<file path="src/rtl/core/kem_pkg.sv">
package kem_pkg;

  localparam int unsigned NumRows = 8;
  localparam int unsigned NumCols = 8;
  localparam int unsigned JoyW    = 5;

  localparam logic KindPress   = 1'b0;
  localparam logic KindRelease = 1'b1;

  localparam logic [7:0] CodeStep  = 8'h90;
  localparam logic [7:0] CodeNmi   = 8'h02;
  localparam logic [7:0] CodeFire  = 8'h2A;
  localparam logic [7:0] CodeRight = 8'hFB;
  localparam logic [7:0] CodeDown  = 8'hFE;
  localparam logic [7:0] CodeUp    = 8'hFD;
  localparam logic [7:0] CodeLeft  = 8'hFA;
  localparam logic [7:0] CodeF2    = 8'hF2;
  localparam logic [7:0] CodeF4    = 8'hF4;
  localparam logic [7:0] CodeF6    = 8'hF6;
  localparam logic [7:0] CodeF8    = 8'hF8;

  localparam int unsigned JoyUp    = 0;
  localparam int unsigned JoyDown  = 1;
  localparam int unsigned JoyLeft  = 2;
  localparam int unsigned JoyRight = 3;
  localparam int unsigned JoyFire  = 4;

  localparam logic [2:0] ShiftCol = 3'd7;

  localparam logic [7:0] CodeRom [NumRows][NumCols] = '{
    '{8'h0E, 8'h0A, 8'hFB, 8'hF7, 8'hF1, 8'hF3, 8'hF5, 8'hFE},
    '{8'h33, 8'h57, 8'h41, 8'h34, 8'h5A, 8'h53, 8'h45, 8'h2A},
    '{8'h35, 8'h52, 8'h44, 8'h36, 8'h43, 8'h46, 8'h54, 8'h58},
    '{8'h37, 8'h59, 8'h47, 8'h38, 8'h42, 8'h48, 8'h55, 8'h56},
    '{8'h39, 8'h49, 8'h4A, 8'h30, 8'h4D, 8'h4B, 8'h4F, 8'h4E},
    '{8'h2B, 8'h50, 8'h4C, 8'h2D, 8'h2E, 8'h3B, 8'h5B, 8'h2C},
    '{8'h5C, 8'h5D, 8'h27, 8'hFC, 8'h2A, 8'h3D, 8'h2B, 8'h2F},
    '{8'h31, 8'h60, 8'h1D, 8'h32, 8'h20, 8'hFF, 8'h51, 8'h0F}
  };

  typedef struct packed {
    logic       kind;
    logic [7:0] key_code;
  } in_word_t;

  typedef struct packed {
    logic [63:0]     matrix_bits;
    logic [JoyW-1:0] joystick_bits;
    logic            step_flag;
    logic            nmi_pulse;
  } out_word_t;

  typedef struct packed {
    logic [NumRows-1:0][NumCols-1:0] rows;
    logic [JoyW-1:0]                 joy;
    logic                            step;
  } kem_state_t;

endpackage

</file>
<file path="src/rtl/core/key_event_to_matrix.sv">
// Key event to keyboard matrix. Each input word is one key press or release with
// an 8-bit host key code; each yields exactly one output word carrying the whole
// 8x8 active-low matrix, the joystick-two bits, the step flag and an NMI pulse.
// Throughput is one word per cycle while the output is not stalled; an accepted
// word sits in the input register and then moves to the output register, with
// the full table compare and state update between the two registers. State is
// updated as a word moves into the output register, so output stall backs up
// into in_stall_o.
module key_event_to_matrix import kem_pkg::*; (
  input  logic      clk_i,
  input  logic      rst_ni,
  input  logic      in_valid_i,
  output logic      in_stall_o,
  input  in_word_t  in_word_i,
  output logic      out_valid_o,
  input  logic      out_stall_i,
  output out_word_t out_word_o
);

  logic       in_valid_q;
  in_word_t   in_word_q;
  logic       out_valid_q;
  out_word_t  out_word_q;
  kem_state_t state_q;
  kem_state_t state_d;
  logic       nmi;
  logic       out_ready;
  logic       advance;
  logic       in_take;

  assign out_ready  = !out_valid_q || !out_stall_i;
  assign advance    = in_valid_q && out_ready;
  assign in_stall_o = in_valid_q && !out_ready;
  assign in_take    = in_valid_i && !in_stall_o;

  kem_update u_kem_update (
    .word_i  (in_word_q),
    .state_i (state_q),
    .state_o (state_d),
    .nmi_o   (nmi)
  );

  always_ff @(posedge clk_i or negedge rst_ni) begin
    if (!rst_ni) begin
      in_valid_q  <= 1'b0;
      out_valid_q <= 1'b0;
      state_q     <= '{rows: '1, joy: '0, step: 1'b0};
    end else begin
      if (in_take) begin
        in_valid_q <= 1'b1;
      end else if (advance) begin
        in_valid_q <= 1'b0;
      end
      if (advance) begin
        out_valid_q <= 1'b1;
        state_q     <= state_d;
      end else if (!out_stall_i) begin
        out_valid_q <= 1'b0;
      end
    end
  end

  always_ff @(posedge clk_i) begin
    if (in_take) begin
      in_word_q <= in_word_i;
    end
    if (advance) begin
      out_word_q <= '{matrix_bits:   state_d.rows,
                      joystick_bits: state_d.joy,
                      step_flag:     state_d.step,
                      nmi_pulse:     nmi};
    end
  end

  assign out_valid_o = out_valid_q;
  assign out_word_o  = out_word_q;

endmodule

</file>
<file path="src/rtl/core/kem_update.sv">
module kem_update import kem_pkg::*; (
  input  in_word_t   word_i,
  input  kem_state_t state_i,
  output kem_state_t state_o,
  output logic       nmi_o
);

  logic       synth_hit;
  logic [2:0] synth_col;
  logic       release_evt;

  assign release_evt = (word_i.kind == KindRelease);

  always_comb begin
    synth_hit = 1'b1;
    synth_col = 3'd0;
    case (word_i.key_code)
      CodeUp:   synth_col = 3'd7;
      CodeLeft: synth_col = 3'd2;
      CodeF2:   synth_col = 3'd4;
      CodeF4:   synth_col = 3'd5;
      CodeF6:   synth_col = 3'd6;
      CodeF8:   synth_col = 3'd3;
      default:  synth_hit = 1'b0;
    endcase
  end

  always_comb begin
    state_o = state_i;
    nmi_o   = 1'b0;
    if (release_evt) begin
      state_o.joy = '0;
      if (synth_hit) begin
        state_o.rows[0][synth_col] = 1'b1;
        state_o.rows[1][ShiftCol]  = 1'b1;
      end else begin
        for (int r = 0; r < NumRows; r++) begin
          for (int c = 0; c < NumCols; c++) begin
            if (CodeRom[r][c] == word_i.key_code) begin
              state_o.rows[r][c] = 1'b1;
            end
          end
        end
      end
    end else if (word_i.key_code == CodeStep) begin
      state_o.step = ~state_i.step;
    end else if (word_i.key_code == CodeNmi) begin
      nmi_o = 1'b1;
    end else begin
      if (word_i.key_code == CodeFire)  state_o.joy[JoyFire]  = 1'b1;
      if (word_i.key_code == CodeRight) state_o.joy[JoyRight] = 1'b1;
      if (word_i.key_code == CodeDown)  state_o.joy[JoyDown]  = 1'b1;
      if (word_i.key_code == CodeUp)    state_o.joy[JoyUp]    = 1'b1;
      if (word_i.key_code == CodeLeft)  state_o.joy[JoyLeft]  = 1'b1;
      if (synth_hit) begin
        state_o.rows[0][synth_col] = 1'b0;
        state_o.rows[1][ShiftCol]  = 1'b0;
      end else begin
        for (int r = 0; r < NumRows; r++) begin
          for (int c = 0; c < NumCols; c++) begin
            if (CodeRom[r][c] == word_i.key_code) begin
              state_o.rows[r][c] = 1'b0;
            end
          end
        end
      end
    end
  end

endmodule

</file>
<file path="config.mk">
export PLATFORM = sky130hd
export DESIGN_NAME = key_event_to_matrix
export DESIGN_NICKNAME = d
export VERILOG_FILES = /design/src/rtl/core/kem_pkg.sv /design/src/rtl/core/key_event_to_matrix.sv /design/src/rtl/core/kem_update.sv
export SDC_FILE = /design/constraint.sdc
export NUM_CORES = 1
export LEC_CHECK = 0
export ABC_CLOCK_PERIOD_IN_PS = 10590
export BUFFER_PORTS_ARGS = -buffer_cell sky130_fd_sc_hd__buf_4
export CORE_MARGIN = 2
export CORE_UTILIZATION = 45
export DETAILED_ROUTE_END_ITERATION = 10
export SYNTH_ARGS = -nofsm -noshare
export SYNTH_HDL_FRONTEND = slang
export SYNTH_SLANG_ARGS = --single-unit
</file>
<file path="constraint.sdc">
create_clock -name clk_i -period 10.59 [get_ports clk_i]
set_input_delay 2.6475 -clock clk_i [delete_from_list [all_inputs] [get_ports clk_i]]
set_output_delay 2.6475 -clock clk_i [all_outputs]
set_load 0.01 [all_outputs]
</file>
==> run metrics <==
clock slew at reported path FFs=60 ps; Crit path top cell by count=buf_4; diode count=0; hold buffer count at cts=0; element type at the critical path end=primary output; Tmin final=5690 ps; Routed WL=14400 µm; fillers=1208; CP Data Required Time=7940 ps; core area=14600 µm²; Final Skew=8.84 ps; Slowest-stage cell, CP=buf_4; initial antenna violation count=0; DRC=0; GRT Total Usage=18.5%; fin crit share=53.8%; Cells after Synth=580; Max Buffers Root-to-Sink=2; Final nets=667; crit-path max FO=3; Hold Crit Class=register to register; Post-synth EDFFs=80; Detail Route Antenna Nets=0; Compound-Gate Fraction of Synth Area=6.79%; Top FF cell, synth=edfxtp_1; DR iter-0 viols=287; CTS root buf=clkbuf_16; vias in the first global route=4325; H-tree levels=4; MaxCap Viol Count=0; PD cells=178 nW/µm²; Final setup violation count=0; post-synthesis cell type count=44; CP peak stage delay=140 ps; ys async rst share=47.4%; IO Port Bufs=85; FMAX=0.176 GHz; drt first pass iters=4; std cell rows=44; area grow syn2layout=19.9%; routed vias/inst=5.26; Die X=126 µm; cts bufs inserted=17; post-synthesis xor/xnor area fraction=0.260%; worst setup path class=input pin to primary output; Initial Util=46.1%; CTS tree=built; wire per inst=16.9 µm; critical path's top delay family=buffers and inverters; Synth Register Bits=152; clk sinks=152; largest net degree at the start of global routing=90; Leak Pwr=0.00309 µW; total die area=15900 µm²; Post-Synth Simple-Gate Area=15.3%; Avg Cell Area, Syn=11.6 µm²; global-route wire length before repair=22800 µm; final global-route overflow total=0; Final Max Slew Viols=0; max_slew headroom=16.4%; Post-DP HPWL=8730 µm; Final Hold Viols=0; status=complete, no violations; main combinational cell family by area after synthesis=simple AND/OR/NAND/NOR gates; Synthesis Warnings=0; Slew @ Worst Pin=1250 ps; Post-Synthesis Cell Area=6730 µm²; routed via count=4474; Fin Hold WS=459 ps; Worst setup SP type=input pin; I/O pin count=86; RSZ-0062 raised after global routing=false; setup TNS=0 ps; register area share after synthesis=63.7%; post-CTS setup buffers=0; share of post-route cells with drive strength above 1=38.8%; Post-Syn Nets=593; most common cell after layout, fill and taps aside=nand2_1; Synth Area in Adders=0%; clock latency on the worst-skew pair=420 ps; RePlAce Congestion=0.799; CP Data Arrival Time=3050 ps; CP Buf/Inv Count=3; crit path cell chain=buf_4, nand3_1, inv_1, buf_4; most frequent cells in the layout=nand2_1, buf_4, edfxtp_1, mux2_2, dfstp_2; Worst VDD drop=0.0000898 V; post-synthesis mux area share=11.5%; Resized Gates After CTS=0; Die Y=126 µm
path summary, 6_finish.rpt:
kind                       cells after the start  slack, ps           to          from
min                                            2        460  state_q[66]   state_q[66]
min in group asynchronous                      1       2350   state_q[0]        rst_ni
max                                            4       4900   in_stall_o   out_stall_i
min reg2reg                                    2        460  state_q[66]   state_q[66]
max in group asynchronous                      1       7630   state_q[3]        rst_ni
max reg2reg                                    5       7650  state_q[39]  in_word_q[7]
worst register-to-register path: stages (launching register included):
cell,delay (ps)
edfxtp_1,480
nand2b_2,280
nor3_4,680
and2_0,970
nand2_1,160
mux2_2,320
stage by stage:
| step | instances | power (µW) | setup WS, ps | area [µm²] | util (%) |
|---|---|---|---|---|---|
| 3_3_place_gp | 819 | 846 | 4900 | 7480 | 51.3 |
| 6_report | 851 | 1430 | 4900 | 8070 | 55.3 |
| 4_1_cts | 851 | 1450 | 4890 | 8070 | 55.3 |
| 2_1_floorplan | 580 | 791 | 4860 | 6730 | - |
| 5_1_grt | 851 | 1490 | 4860 | 8070 | 55.3 |
| 3_5_place_dp | 819 | 850 | 4890 | 7480 | 51.3 |
flip-flops by register name, indices dropped and copies added (netlist names):
name / cells
in_word_q: 9
out_word_o: 71
in_valid_q: 1
out_valid_o: 1
state_q: 70
cell usage after synthesis (3+ instances only):
library cell  instances  area [µm²]
and3_1                3        18.8
nand2b_1              8        50.1
dfrtp_1               8         200
nor2_1               23        86.3
dfstp_2              64        1680
nand2_1             165         619
a21oi_1              13        65.1
buf_2                10        50.1
nand3_1               4        20.0
o21ai_0              59         295
clkbuf_1             21        78.8
o31ai_1               7        52.6
edfxtp_1             80        2400
nand4_1               3        18.8
inv_1                 5        18.8
mux2_2               64         721
nor3_2                3        30.0
nor3_1                7        35.0
power breakdown:
group,internal (µW),switching [µW],leakage (µW)
clock network,369,225,0.000292
registers,688,20.8,0.00156
logic,53.9,75.1,0.00123
layout make-up:
class | instances | area, µm² | area share, %
Tap cell | 184 | 230 | 2.85
Inverter | 5 | 20.0 | 0.248
Clock buffer | 23 | 488 | 6.05
Clock inverter | 9 | 96.3 | 1.19
Multi-Input combinational cell | 388 | 2270 | 28.2
Timing Repair Buffer | 90 | 676 | 8.38
Sequential cell | 152 | 4280 | 53.1
logic make-up after synthesis:
kind of cell,after synthesis
AND/OR/NAND/NOR,233
flip-flops,152
AO/OA/AOI/OAI,85
multiplexers,68
buffers and inverters,40
XOR/XNOR,2
layer usage:
| metal | GRT usage (%) | part of all wire (%) | up-vias |
|---|---|---|---|
| li1 | - | - | 2172 |
| met2 | 28.8 | 47 | 106 |
| met3 | 4.42 | 4.4 | 24 |
| met1 | 25.5 | 47 | 2172 |
| met5 | 0 | 0 | - |
| met4 | 6.53 | 1.9 | 0 |
Power figures use the tool's default switching activity.
